==> config.mk <==
export PLATFORM = sky130hd
export DESIGN_NAME = uetb_ctrl
export DESIGN_NICKNAME = d
export VERILOG_FILES = /design/src/rtl/core/uetb_pkg.sv /design/src/rtl/core/uetb_ctrl.sv
export SDC_FILE = /design/constraint.sdc
export NUM_CORES = 1
export LEC_CHECK = 0
export ABC_AREA = 1
export BUFFER_PORTS_ARGS = -buffer_cell sky130_fd_sc_hd__buf_4
export CORE_AREA = 4 4 143 132
export CTS_BUF_LIST = sky130_fd_sc_hd__clkbuf_2
export CTS_CLUSTER_DIAMETER = 60
export DETAILED_ROUTE_END_ITERATION = 10
export DIE_AREA = 0 0 147 136
export SLEW_MARGIN = 20
export SYNTH_ARGS = -nofsm -noshare
export SYNTH_HDL_FRONTEND = slang
export SYNTH_SLANG_ARGS = --single-unit
export TNS_END_PERCENT = 1
==> constraint.sdc <==
create_clock -name clk -period 4.2 [get_ports clk]
set_input_delay 0.63 -clock clk [delete_from_list [all_inputs] [get_ports clk]]
set_output_delay 0.63 -clock clk [all_outputs]
set_load 0.01 [all_outputs]
==> src/rtl/core/uetb_pkg.sv <==
`default_nettype none

package uetb_pkg;

    localparam int EDGE_CAPACITY = 1024;
    localparam int VERTEX_LIMIT  = 256;

    localparam int VERT_W  = $clog2(VERTEX_LIMIT);
    localparam int IDX_W   = $clog2(EDGE_CAPACITY);
    localparam int TOTAL_W = $clog2(EDGE_CAPACITY + 1);
    localparam int USE_W   = 8;
    localparam int ENTRY_W = 2 * VERT_W + USE_W;

    localparam logic [TOTAL_W-1:0] CAP_COUNT = TOTAL_W'(EDGE_CAPACITY);
    localparam logic [USE_W-1:0]   USE_MAX   = {USE_W{1'b1}};

    localparam logic KIND_CLEAR    = 1'b0;
    localparam logic KIND_TRIANGLE = 1'b1;

    typedef enum logic [1:0] {
        ST_IDLE,
        ST_SEARCH,
        ST_FINISH
    } state_t;

    typedef enum logic [1:0] {
        EDGE_AB,
        EDGE_BC,
        EDGE_CA
    } edge_sel_t;

    typedef struct packed {
        logic              kind;
        logic [VERT_W-1:0] vert_a;
        logic [VERT_W-1:0] vert_b;
        logic [VERT_W-1:0] vert_c;
    } in_item_t;

    typedef struct packed {
        logic [IDX_W-1:0] index;
        logic             valid;
        logic [USE_W-1:0] uses;
    } edge_res_t;

    typedef struct packed {
        edge_res_t          ab;
        edge_res_t          bc;
        edge_res_t          ca;
        logic [TOTAL_W-1:0] total;
    } result_t;

    // one table entry: low vertex, high vertex, use count
    typedef struct packed {
        logic [VERT_W-1:0] lo;
        logic [VERT_W-1:0] hi;
        logic [USE_W-1:0]  uses;
    } entry_t;

    typedef struct packed {
        logic             we;
        logic [IDX_W-1:0] waddr;
        entry_t           wdata;
        logic [IDX_W-1:0] raddr;
    } ram_req_t;

endpackage

`default_nettype wire

==> src/rtl/core/uetb_ctrl.sv <==
`default_nettype none

module uetb_ctrl (
    input  wire logic               clk,
    input  wire logic               rst_n,
    input  wire logic               in_valid,
    output logic                    in_ready,
    input  wire uetb_pkg::in_item_t in_item,
    output logic                    res_valid,
    input  wire logic               res_take,
    output uetb_pkg::result_t       res,
    output uetb_pkg::ram_req_t      ram_req,
    input  wire uetb_pkg::entry_t   ram_rdata
);

    uetb_pkg::state_t    state_reg, state_next;
    uetb_pkg::edge_sel_t edge_sel_reg, edge_sel_next;

    logic [uetb_pkg::VERT_W-1:0]  va_reg, va_next;
    logic [uetb_pkg::VERT_W-1:0]  vb_reg, vb_next;
    logic [uetb_pkg::VERT_W-1:0]  vc_reg, vc_next;
    logic [uetb_pkg::TOTAL_W-1:0] rd_cnt_reg, rd_cnt_next;
    logic [uetb_pkg::TOTAL_W-1:0] size_reg, size_next;
    logic [uetb_pkg::IDX_W-1:0]   cmp_idx_reg, cmp_idx_next;
    logic                         pend_reg, pend_next;
    uetb_pkg::edge_res_t          ab_reg, ab_next;
    uetb_pkg::edge_res_t          bc_reg, bc_next;
    uetb_pkg::edge_res_t          ca_reg, ca_next;

    logic [uetb_pkg::VERT_W-1:0] p, q, lo, hi;
    logic [uetb_pkg::USE_W-1:0]  bumped;
    logic                        hit, miss_end, edge_done, full;
    uetb_pkg::edge_res_t         cur_res;

    localparam logic [uetb_pkg::USE_W-1:0] USE_W_ONE = uetb_pkg::USE_W'(1);

    // endpoints of the edge under search
    always_comb
    begin
        unique case (edge_sel_reg)
            uetb_pkg::EDGE_AB: begin p = va_reg; q = vb_reg; end
            uetb_pkg::EDGE_BC: begin p = vb_reg; q = vc_reg; end
            uetb_pkg::EDGE_CA: begin p = vc_reg; q = va_reg; end
            default:           begin p = va_reg; q = vb_reg; end
        endcase
    end

    assign lo        = (p < q) ? p : q;
    assign hi        = (p < q) ? q : p;
    assign hit       = pend_reg && (ram_rdata.lo == lo) && (ram_rdata.hi == hi);
    assign miss_end  = !pend_reg && (rd_cnt_reg == size_reg);
    assign edge_done = hit || miss_end;
    assign full      = (size_reg == uetb_pkg::CAP_COUNT);
    assign bumped    = (ram_rdata.uses == uetb_pkg::USE_MAX) ? ram_rdata.uses
                                                             : ram_rdata.uses + 1'b1;

    // next state
    always_comb
    begin
        state_next = state_reg;
        unique case (state_reg)
            uetb_pkg::ST_IDLE:
            begin
                if (in_valid)
                begin
                    state_next = (in_item.kind == uetb_pkg::KIND_TRIANGLE)
                                 ? uetb_pkg::ST_SEARCH : uetb_pkg::ST_FINISH;
                end
            end
            uetb_pkg::ST_SEARCH:
            begin
                if (edge_done && (edge_sel_reg == uetb_pkg::EDGE_CA))
                begin
                    state_next = uetb_pkg::ST_FINISH;
                end
            end
            uetb_pkg::ST_FINISH:
            begin
                if (res_take)
                begin
                    state_next = uetb_pkg::ST_IDLE;
                end
            end
            default: state_next = uetb_pkg::ST_IDLE;
        endcase
    end

    // datapath and memory requests
    always_comb
    begin
        va_next       = va_reg;
        vb_next       = vb_reg;
        vc_next       = vc_reg;
        edge_sel_next = edge_sel_reg;
        rd_cnt_next   = rd_cnt_reg;
        size_next     = size_reg;
        cmp_idx_next  = cmp_idx_reg;
        pend_next     = pend_reg;
        ab_next       = ab_reg;
        bc_next       = bc_reg;
        ca_next       = ca_reg;
        cur_res       = '0;

        ram_req.we    = 1'b0;
        ram_req.waddr = cmp_idx_reg;
        ram_req.wdata = '{lo: lo, hi: hi, uses: bumped};
        ram_req.raddr = rd_cnt_reg[uetb_pkg::IDX_W-1:0];

        unique case (state_reg)
            uetb_pkg::ST_IDLE:
            begin
                if (in_valid)
                begin
                    va_next       = in_item.vert_a;
                    vb_next       = in_item.vert_b;
                    vc_next       = in_item.vert_c;
                    edge_sel_next = uetb_pkg::EDGE_AB;
                    rd_cnt_next   = '0;
                    pend_next     = 1'b0;
                    if (in_item.kind == uetb_pkg::KIND_CLEAR)
                    begin
                        size_next = '0;
                        ab_next   = '0;
                        bc_next   = '0;
                        ca_next   = '0;
                    end
                end
            end
            uetb_pkg::ST_SEARCH:
            begin
                if (!edge_done && (rd_cnt_reg < size_reg))
                begin
                    rd_cnt_next  = rd_cnt_reg + 1'b1;
                    cmp_idx_next = rd_cnt_reg[uetb_pkg::IDX_W-1:0];
                    pend_next    = 1'b1;
                end
                else
                begin
                    pend_next = 1'b0;
                end

                if (hit)
                begin
                    // write back the bumped count at the matching entry
                    ram_req.we = 1'b1;
                    cur_res    = '{index: cmp_idx_reg, valid: 1'b1, uses: bumped};
                end
                else if (miss_end && !full)
                begin
                    // append at the end of the table
                    ram_req.we    = 1'b1;
                    ram_req.waddr = size_reg[uetb_pkg::IDX_W-1:0];
                    ram_req.wdata = '{lo: lo, hi: hi, uses: USE_W_ONE};
                    size_next     = size_reg + 1'b1;
                    cur_res       = '{index: size_reg[uetb_pkg::IDX_W-1:0], valid: 1'b1,
                                      uses: USE_W_ONE};
                end

                if (edge_done)
                begin
                    rd_cnt_next = '0;
                    pend_next   = 1'b0;
                    unique case (edge_sel_reg)
                        uetb_pkg::EDGE_AB:
                        begin
                            ab_next       = cur_res;
                            edge_sel_next = uetb_pkg::EDGE_BC;
                        end
                        uetb_pkg::EDGE_BC:
                        begin
                            bc_next       = cur_res;
                            edge_sel_next = uetb_pkg::EDGE_CA;
                        end
                        uetb_pkg::EDGE_CA:
                        begin
                            ca_next = cur_res;
                        end
                        default: edge_sel_next = uetb_pkg::EDGE_AB;
                    endcase
                end
            end
            uetb_pkg::ST_FINISH:
            begin
            end
            default:
            begin
            end
        endcase
    end

    always_ff @(posedge clk or negedge rst_n)
    begin
        if (!rst_n)
        begin
            state_reg    <= uetb_pkg::ST_IDLE;
            edge_sel_reg <= uetb_pkg::EDGE_AB;
            rd_cnt_reg   <= '0;
            size_reg     <= '0;
            pend_reg     <= 1'b0;
        end
        else
        begin
            state_reg    <= state_next;
            edge_sel_reg <= edge_sel_next;
            rd_cnt_reg   <= rd_cnt_next;
            size_reg     <= size_next;
            pend_reg     <= pend_next;
        end
    end

    always_ff @(posedge clk)
    begin
        va_reg      <= va_next;
        vb_reg      <= vb_next;
        vc_reg      <= vc_next;
        cmp_idx_reg <= cmp_idx_next;
        ab_reg      <= ab_next;
        bc_reg      <= bc_next;
        ca_reg      <= ca_next;
    end

    assign in_ready  = (state_reg == uetb_pkg::ST_IDLE);
    assign res_valid = (state_reg == uetb_pkg::ST_FINISH);
    assign res       = '{ab: ab_reg, bc: bc_reg, ca: ca_reg, total: size_reg};

endmodule

`default_nettype wire

==> results.yml, run 1 <==
drt:
  routed_wl_microns: 20500
  dr.pass1.iters: 7
  vias: 6349
  drtAntennaViolNets: 0
  post_drt_wl_per_cell_microns: 15.8
  vias_per_cell: 4.89
  drc: 0
  drt-initial-drc-count: 489
grt:
  antenna_found_initial: 1
  grt_first_pass_wirelength_microns: 31700
  grt_pass1_vias: 6003
  grt_overflow_total: 0
  track_usage_pct: 19.9
  grt_max_degree: 28
clocking:
  numCtsBuffers: 17
  root_buffer: "clkbuf_2"
  clk_path_buf_depth: 2
  htreeDepth: 4
  clock_sinks: 118
  worst_skew_pair.late_latency_ps: 710
  cts_tree: "built"
  clkTransAtPathRegs_ps: 190
placed_design:
  place_hpwl_microns: 14300
  gp_congestion: 0.881
  numPortBuffers: 167
die:
  die_width_microns: 147
  die-area_sq_um: 20000
  rows: 46
  core_sq_um: 17300
  io_pins: 168
  initial_core_util_pct: 39.6
  die_h_microns: 136
timing:
  hold_viol: 0
  rsz0062_at_grt: "yes"
  slew_violations: 0
  skew_ps: 41.7
  worst_slack_ps: -409
  fmax_ghz: 0.217
  tightest_slew_ps: 645
  post-route-min-period_ps: 4610
  final-setup-viol-count: 1
  period_share_pct: 110
  slew_headroom_pct: 56.9
layout:
  mostFrequentLayoutCell: "buf_4"
  nFillCells: 1560
  fin_util_pct: 56.7
  syn_to_final_growth_pct: 43.4
  drive_gt1_share_pct: 36.6
  final_cell_mix: "buf_4, nand2_1, inv_1"
  largest_register_ffs: 57
  fin_nets: 1124
synthesis:
  synth_cell_types: 40
  synth_top_family_by_area: "simple AND/OR/NAND/NOR gates"
  synth_simple_gate_area_share_pct: 25.4
  synthTopCellsByArea: "edfxtp_1, nand2_1, dfrtp_1, inv_1, ha_1"
  yosysSeqAreaShare_pct: 49.7
  synth_adder_area_share_pct: 4.75
  synth-edff-count: 91
  synth_mux_area_share_pct: 0
  netlist_instances: 800
  async_flop_share_pct: 22.9
  ys_ff_latch: 118
  syn_area_per_cell_sq_um: 8.57
  synth_top_area_share_pct: 39.9
  syn_area_sq_um: 6850
  synth_warnings: 0
  dominantRegCellSynth: "edfxtp_1"
  synth_top_area_cell: "edfxtp_1"
  synth_xor_area_share_pct: 1.66
  synth_compound_area_share_pct: 8.89
  synth_nets: 879
critical_path:
  crit_required_ps: 3570
  endpoint_kind: "primary output"
  critPathArrivalTime_ps: 3980
  criticalPathCategory: "reg2out"
  cp-start-kind: "register"
  critical_path_peak_fanout: 15
status:
  violations: "negative setup slack"
  status: "finished, violations left"
run:
  maxCapViolCount: 0
min_path:
  hold_class: "in2reg"
==> kinds of logic (layout without fill, tap and decap cells) <==
family | after synthesis | in the layout
compound gates | 101 | 101
xor+xnor | 13 | 13
fa+ha+maj | 26 | 26
buf+inv | 145 | 403
flops | 118 | 118
other cells | 0 | 1
simple gates | 397 | 397
==> final cells by class <==
| type | instances | area [sq um] | area share [%] |
|---|---|---|---|
| clock inverter | 15 | 204 | 2.07 |
| clock buffer | 17 | 85.1 | 0.866 |
| timing repair buffer | 264 | 2270 | 23.1 |
| antenna | 1 | 2.50 | 0.0255 |
| multi-input combinational | 537 | 3160 | 32.2 |
| sequential | 118 | 3410 | 34.7 |
| tap | 240 | 300 | 3.05 |
| inverter | 107 | 402 | 4.09 |
==> layer usage <==
layer / track usage (%) / wire, microns / vias to the layer above / share of wire [%]
li1: - / - / 3159 / -
met1: 27.6 / 9300 / 2906 / 45
met2: 31.5 / 9400 / 263 / 46
met3: 3.97 / 1410 / 21 / 6.9
met4: 6.88 / 347 / 0 / 1.7
met5: 0 / 0 / - / 0
==> critical path, cell delays in order (launching register included) <==
cell,delay (ps)
dfrtp_1,440
inv_2,110
buf_6,110
ha_4,180
nand2_1,90
o21ai_2,60
nand2_1,130
o21ai_4,100
inv_2,70
ha_4,270
nand2_2,60
nor2_1,220
nand2_4,130
nand2_8,120
buf_12,110
buf_16,130
nand2_1,50
nand3_1,130
nand4_1,160
nor3_4,240
nand4_2,140
nand2_2,120
buf_6,120
==> synthesized netlist by cell type (2+ instances only) <==
master,instances
nand2_1,217
inv_1,105
edfxtp_1,91
nand3_1,61
nor2_1,57
o21ai_0,44
dfrtp_1,27
ha_1,26
nand4_1,26
a21oi_1,24
o21ai_2,15
buf_4,13
nor3_1,11
xor2_1,11
buf_2,9
clkbuf_1,9
nand2_2,8
buf_6,7
o211ai_1,5
o21ai_1,4
nor4_1,3
o41ai_1,3
a22o_1,2
nand3_2,2
nand3b_1,2
nor2_2,2
or2_1,2
xnor2_1,2
==> timing repair <==
item / CTS / global route
hold endpoints to repair: 27 / 9
pin swaps: 24 / 20
setup endpoints to repair: 1 / 40
hold buffers: 1 / 9
resized for setup: 71 / 36
gates cloned: 6 / 0
buffers inserted: 40 / 5
==> worst paths after layout <==
path | from | end | slack, ps | cells past startpoint
max | edge_sel_reg[1] | ram_req[44] | -410 | 22
min | in_item[23] | va_reg[7] | 110 | 1
max reg2reg | edge_sel_reg[1] | res[39] | 120 | 28
min reg2reg | edge_sel_reg[1] | edge_sel_reg[1] | 570 | 2
max in group asynchronous | rst_n | rd_cnt_reg[8] | 3510 | 2
min in group asynchronous | rst_n | size_reg[5] | 350 | 2
==> stage by stage <==
| stage | setup TNS [ps] | instances | instance area (sq um) | hold slack [ps] | setup WS (ps) |
|---|---|---|---|---|---|
| floorplan | 0 | 800 | 6860 | 334 | 13.4 |
| global placement | 0 | 1205 | 8510 | 509 | 261 |
| detailed placement | 0 | 1205 | 8510 | 516 | 159 |
| CTS | -362 | 1284 | 9540 | 12.9 | -362 |
| global route | -4090 | 1299 | 9830 | 8.19 | -713 |
| finish | -409 | 1299 | 9830 | 108 | -409 |
Power of run 1 is not shown: default switching activity piles up to over one toggle a cycle in this logic, so the estimate is an artifact.
==> run 2, diff against run 1 <==
--- a/config.mk
+++ b/config.mk
@@ -7,11 +7,11 @@
 export LEC_CHECK = 0
 export ABC_AREA = 1
 export BUFFER_PORTS_ARGS = -buffer_cell sky130_fd_sc_hd__buf_4
-export CORE_AREA = 4 4 143 132
+export CORE_AREA = 2 2 141 130
 export CTS_BUF_LIST = sky130_fd_sc_hd__clkbuf_2
 export CTS_CLUSTER_DIAMETER = 60
 export DETAILED_ROUTE_END_ITERATION = 10
-export DIE_AREA = 0 0 147 136
+export DIE_AREA = 0 0 143 132
 export SLEW_MARGIN = 20
 export SYNTH_ARGS = -nofsm -noshare
 export SYNTH_HDL_FRONTEND = slang
==> run 2 against run 1 <==
Against the previous run:
- routed wire length fell by 1.8%
- via count rose by 1.0%
- sequential cell count did not move
- clock skew rose by 8.1 ps
- hold slack got worse by 18 ps
- clock-buffer cell count did not move
- register-to-register slack got worse by 470 ps
- the run still ends with negative setup slack left
- setup slack improved by 20 ps
- die area fell by 5.6%
- utilization fell by 0.84 points
==> results.yml, run 2 (synthesis gave the netlist of run 1 again) <==
placed_design:
  gp_congestion: 0.889
  place_hpwl_microns: 14000
  place_area_sq_um: 8460
  numPortBuffers: 167
critical_path:
  endpoint_kind: "primary output"
  crit_required_ps: 3570
  cp-start-kind: "register"
  rr_worst_depth: 31
  r2r-start: "edge_sel_reg[0]"
  r2r-end: "cmp_idx_reg[3]"
  critPathArrivalTime_ps: 3960
  r2r_slack_ps: -350
  critical_path_peak_fanout: 9
  criticalPathCategory: "reg2out"
drt:
  drtAntennaViolNets: 0
  routed_wl_microns: 20100
  dr.pass1.iters: 5
  drc: 0
  vias: 6414
  drt-initial-drc-count: 414
  post_drt_wl_per_cell_microns: 15.5
  vias_per_cell: 4.95
layout:
  largest_register_ffs: 57
  final_area_sq_um: 9680
  fin_nets: 1122
  mostFrequentLayoutCell: "buf_4"
  syn_to_final_growth_pct: 41.3
  final_cell_mix: "buf_4, nand2_1, inv_1"
  drive_gt1_share_pct: 35.2
die:
  io_pins: 168
  die_width_microns: 143
  die_h_microns: 132
  rows: 46
  core_sq_um: 17300
  initial_core_util_pct: 39.6
  die-area_sq_um: 18900
grt:
  antenna_found_initial: 1
  grt_first_pass_wirelength_microns: 31800
  grt_max_degree: 28
  grt_overflow_total: 0
  grt_pass1_vias: 6085
  track_usage_pct: 21.3
min_path:
  min_from: "in_item[4]"
  hold_class: "in2reg"
  hold_path_end: "vc_reg[4]"
  min_path_cells: 1
clocking:
  htreeDepth: 4
  numCtsBuffers: 17
  clock_sinks: 118
  clk_path_buf_depth: 2
  worst_skew_pair.late_latency_ps: 720
  cts_tree: "built"
  clkTransAtPathRegs_ps: 200
  root_buffer: "clkbuf_2"
timing:
  period_share_pct: 109
  rsz0062_at_grt: "yes"
  slew_headroom_pct: 49.5
  post-route-min-period_ps: 4590
  tightest_slew_ps: 756
  hold_viol: 0
  slew_violations: 0
  skew_ps: 49.7
  fmax_ghz: 0.218
  hold_ws_ps: 89.9
  worst_slack_ps: -388
  final-setup-viol-count: 86
status:
  violations: "negative setup slack"
  status: "finished, violations left"
run:
  maxCapViolCount: 0
[run 2: changes by cell type in the layout (fill, tap and decap cells not counted), sizes merged]
cell         change
buf              -5
bufbuf           -2
bufinv           -1
clkbuf           +1
clkinv           +2
dlygate4sd3      +4
inv              -1
[run 2: how the worst max path moves through the flow]
stage,startpoint,end,slack (ps),cells past startpoint
6_report,edge_sel_reg[0],ram_req[44],-390,22
5_1_grt,edge_sel_reg[1],ram_req[44],-640,25
4_1_cts,edge_sel_reg[1],ram_req[44],-360,23
3_5_place_dp,edge_sel_reg[0],ram_req[44],110,21
3_3_place_gp,edge_sel_reg[1],ram_req[44],200,23
2_1_floorplan,edge_sel_reg[0],ram_req[44],10,21
[run 2: per-layer routing]
metal / up-vias / global-route usage, % / share of wire [%]
li1: 3156 / - / -
met1: 2988 / 30.1 / 46
met2: 243 / 32.9 / 46
met3: 27 / 4.90 / 6.7
met4: 0 / 5.83 / 1.9
met5: - / 0 / 0
[run 2: critical path, cell delays in order, from the launching register on]
cell and delay [ps]:
dfrtp_1 430, inv_2 110, ha_4 250, buf_12 150, o21ai_2 180, inv_2 80
ha_4 250, a21oi_2 140, nor2_1 60, a211oi_2 180, buf_4 180, nand2_8 90
buf_12 160, nand2_8 60, nand2_4 50, nand2_2 70, nand2_1 50, nor2_1 110
nand4_1 100, nor2_2 170, nand4_2 120, nand2_2 140, buf_6 120
[run 2: repair_timing]
| item | CTS | global route |
|---|---|---|
| hold buffers | 1 | 13 |
| endpoints found under the hold margin | 27 | 13 |
| resized for setup | 78 | 24 |
| pin swaps | 28 | 13 |
| buffers inserted | 39 | 7 |
| cloned | 4 | 1 |
| endpoints found under the setup margin | 1 | 100 |
[run 2: cell type report]
| cell class | instances | area [sq um] |
|---|---|---|
| Sequential cell | 118 | 3410 |
| Timing Repair Buffer | 262 | 2220 |
| Clock inverter | 15 | 176 |
| Inverter | 107 | 402 |
| Antenna cell | 1 | 2.50 |
| Tap cell | 240 | 300 |
| Fill cell | 1553 | 7640 |
| Multi-Input combinational cell | 537 | 3090 |
| Clock buffer | 17 | 85.1 |
[run 2: stage by stage]
step	utilization, %	setup slack [ps]	std cells	setup TNS [ps]
3_3_place_gp	48.8	197	1199	0
4_1_cts	54.1	-359	1275	-14390
6_report	55.9	-388	1297	-22060
3_5_place_dp	48.8	110	1199	0
2_1_floorplan	-	13.4	800	0
5_1_grt	55.9	-637	1297	-44830
Power of run 2 is left out for the same reason.
==> run 3, diff against run 2 <==
--- a/config.mk
+++ b/config.mk
@@ -12,6 +12,7 @@
 export CTS_CLUSTER_DIAMETER = 60
 export DETAILED_ROUTE_END_ITERATION = 10
 export DIE_AREA = 0 0 143 132
+export SKIP_LAST_GASP = 1
 export SLEW_MARGIN = 20
 export SYNTH_ARGS = -nofsm -noshare
 export SYNTH_HDL_FRONTEND = slang
==> run 3 against run 2 <==
Against the previous run:
- the run still ends with negative setup slack left
- setup slack better by 22 ps
- cell area down 0.25%
- utilization down 0.14 points
- clock skew about the same
- register-to-register slack about the same
- first-iteration DRC count down 0.48%
- routed wire length down 0.12%
- critical path depth up 2
- hold slack better by 4.5 ps
- global-route usage down 0.10 points
==> results.yml, run 3 (synthesis gave the netlist of run 1 again) <==
layout:
  multi_input_area_sq_um: 3060
  syn_to_final_growth_pct: 41.0
  drive_gt1_share_pct: 34.3
  largest_register_ffs: 57
  final_cell_mix: "buf_4, nand2_1, inv_1"
  nFillCells: 1562
  fin_nets: 1124
  mostFrequentLayoutCell: "buf_4"
  regArea_sq_um: 3410
  layoutNonFillerInstCount: 1299
critical_path:
  worst-path-stages: 24
  crit_start: "edge_sel_reg[0]"
  r2r_slack_ps: -360
  critPathSlowestCell: "dfrtp_1"
  crit_top_cell: "nand2_2"
  endpoint_kind: "primary output"
  rr_worst_depth: 35
  worst-path-buf-inv: 6
  criticalPathCategory: "reg2out"
  critPathArrivalTime_ps: 3940
  slowest_delay_ps: 430
  crit_required_ps: 3570
  r2r-start: "edge_sel_reg[0]"
  cp-start-kind: "register"
  critical_path_peak_fanout: 6
  cp_top_family: "simple AND/OR/NAND/NOR gates"
  crit_chain: "buf_4, ha_4, buf_6, nand2_2, nand3_2, o21ai_4, inv_2, ha_4, a21oi_2, nor2_1, a211oi_2, buf_4, nand2_8, buf_12, nand2_8, nand2_4, nand2_2, nand2_1, nor2_1, nand4_1, nor2_2, nand4_2, nand2_2, buf_6"
clocking:
  clock_sinks: 118
  clk_path_buf_depth: 2
  htreeDepth: 4
  root_buffer: "clkbuf_2"
  worst_skew_pair.late_latency_ps: 720
  cts_tree: "built"
  clkTransAtPathRegs_ps: 200
  numCtsBuffers: 17
drt:
  dr.pass1.iters: 5
  drc: 0
  vias_per_cell: 4.92
  vias: 6395
  drt-initial-drc-count: 412
  post_drt_wl_per_cell_microns: 15.4
  drtAntennaViolNets: 0
  routed_wl_microns: 20100
min_path:
  min_path_cells: 1
  hold_class: "in2reg"
  min_from: "in_item[4]"
placed_design:
  place_inst: 1199
  numPortBuffers: 167
  gp_congestion: 0.889
  place_hpwl_microns: 14000
timing:
  skew_ps: 49.6
  fmax_ghz: 0.219
  post-route-min-period_ps: 4570
  slew_violations: 0
  period_share_pct: 109
  tightest_slew_ps: 750
  hold_viol: 0
  worst_slack_ps: -366
  slew_headroom_pct: 50.0
  final-setup-viol-count: 88
  rsz0062_at_grt: "yes"
grt:
  grt_overflow_total: 0
  track_usage_pct: 21.2
  grt_pass1_vias: 6089
  grt_max_degree: 28
  grt_first_pass_wirelength_microns: 31600
  antenna_found_initial: 1
die:
  die_h_microns: 132
  initial_core_util_pct: 39.6
  core_sq_um: 17300
  rows: 46
  die_width_microns: 143
  io_pins: 168
  die-area_sq_um: 18900
run:
  maxCapViolCount: 0
status:
  violations: "negative setup slack"
  status: "finished, violations left"
run 3: changes by cell type in the layout (fill, tap and decap cells not counted), moves of 2 or more:
cell,before,now
nand2_2,24,17
o21ai_2,21,19
nand2_1,197,205
inv_2,7,5
buf_4,222,226
inv_1,99,101
buf_6,12,10
run 3: layout make-up:
class / count / share of cell area, %
clock inverters: 15 / 1.83
multi-input cells: 537 / 31.7
well taps: 240 / 3.11
inverters: 107 / 4.16
flip-flops and latches: 118 / 35.3
clock buffers: 17 / 0.881
diodes: 1 / 0.0259
repair buffers: 264 / 23.1
run 3: metal layers:
| layer | wire length (microns) | global-route usage [%] | up-vias |
|---|---|---|---|
| met5 | 0 | 0 | - |
| met4 | 398 | 5.78 | 0 |
| met1 | 9330 | 29.9 | 2966 |
| li1 | - | - | 3160 |
| met3 | 1240 | 4.87 | 29 |
| met2 | 9100 | 32.8 | 240 |
run 3: final timing paths:
kind / to
min: vc_reg[4]
max reg2reg: res[56]
max: ram_req[44]
max in group asynchronous: pend_reg
min reg2reg: rd_cnt_reg[10]
min in group asynchronous: size_reg[4]
run 3: what timing repair did:
action | CTS | global route
hold buffers | 1 | 13
endpoints found under the setup margin | 1 | 100
cloned | 4 | 1
setup buffers | 39 | 9
resized for setup | 69 | 19
hold endpoints to repair | 27 | 13
pin swaps | 27 | 18
run 3: metrics by stage:
step / hold WS, ps / TNS (ps) / setup WS, ps / utilization (%) / area [sq um]
5_1_grt: 28.2 / -49730 / -636 / 55.8 / 9660
3_5_place_dp: 514 / 0 / 110 / 48.8 / 8460
2_1_floorplan: 334 / 0 / 13.4 / - / 6860
3_3_place_gp: 511 / 0 / 197 / 48.8 / 8460
6_report: 94.4 / -25610 / -366 / 55.8 / 9660
4_1_cts: 15.3 / -18980 / -363 / 54.0 / 9350
Power of run 3 is left out for the same reason.
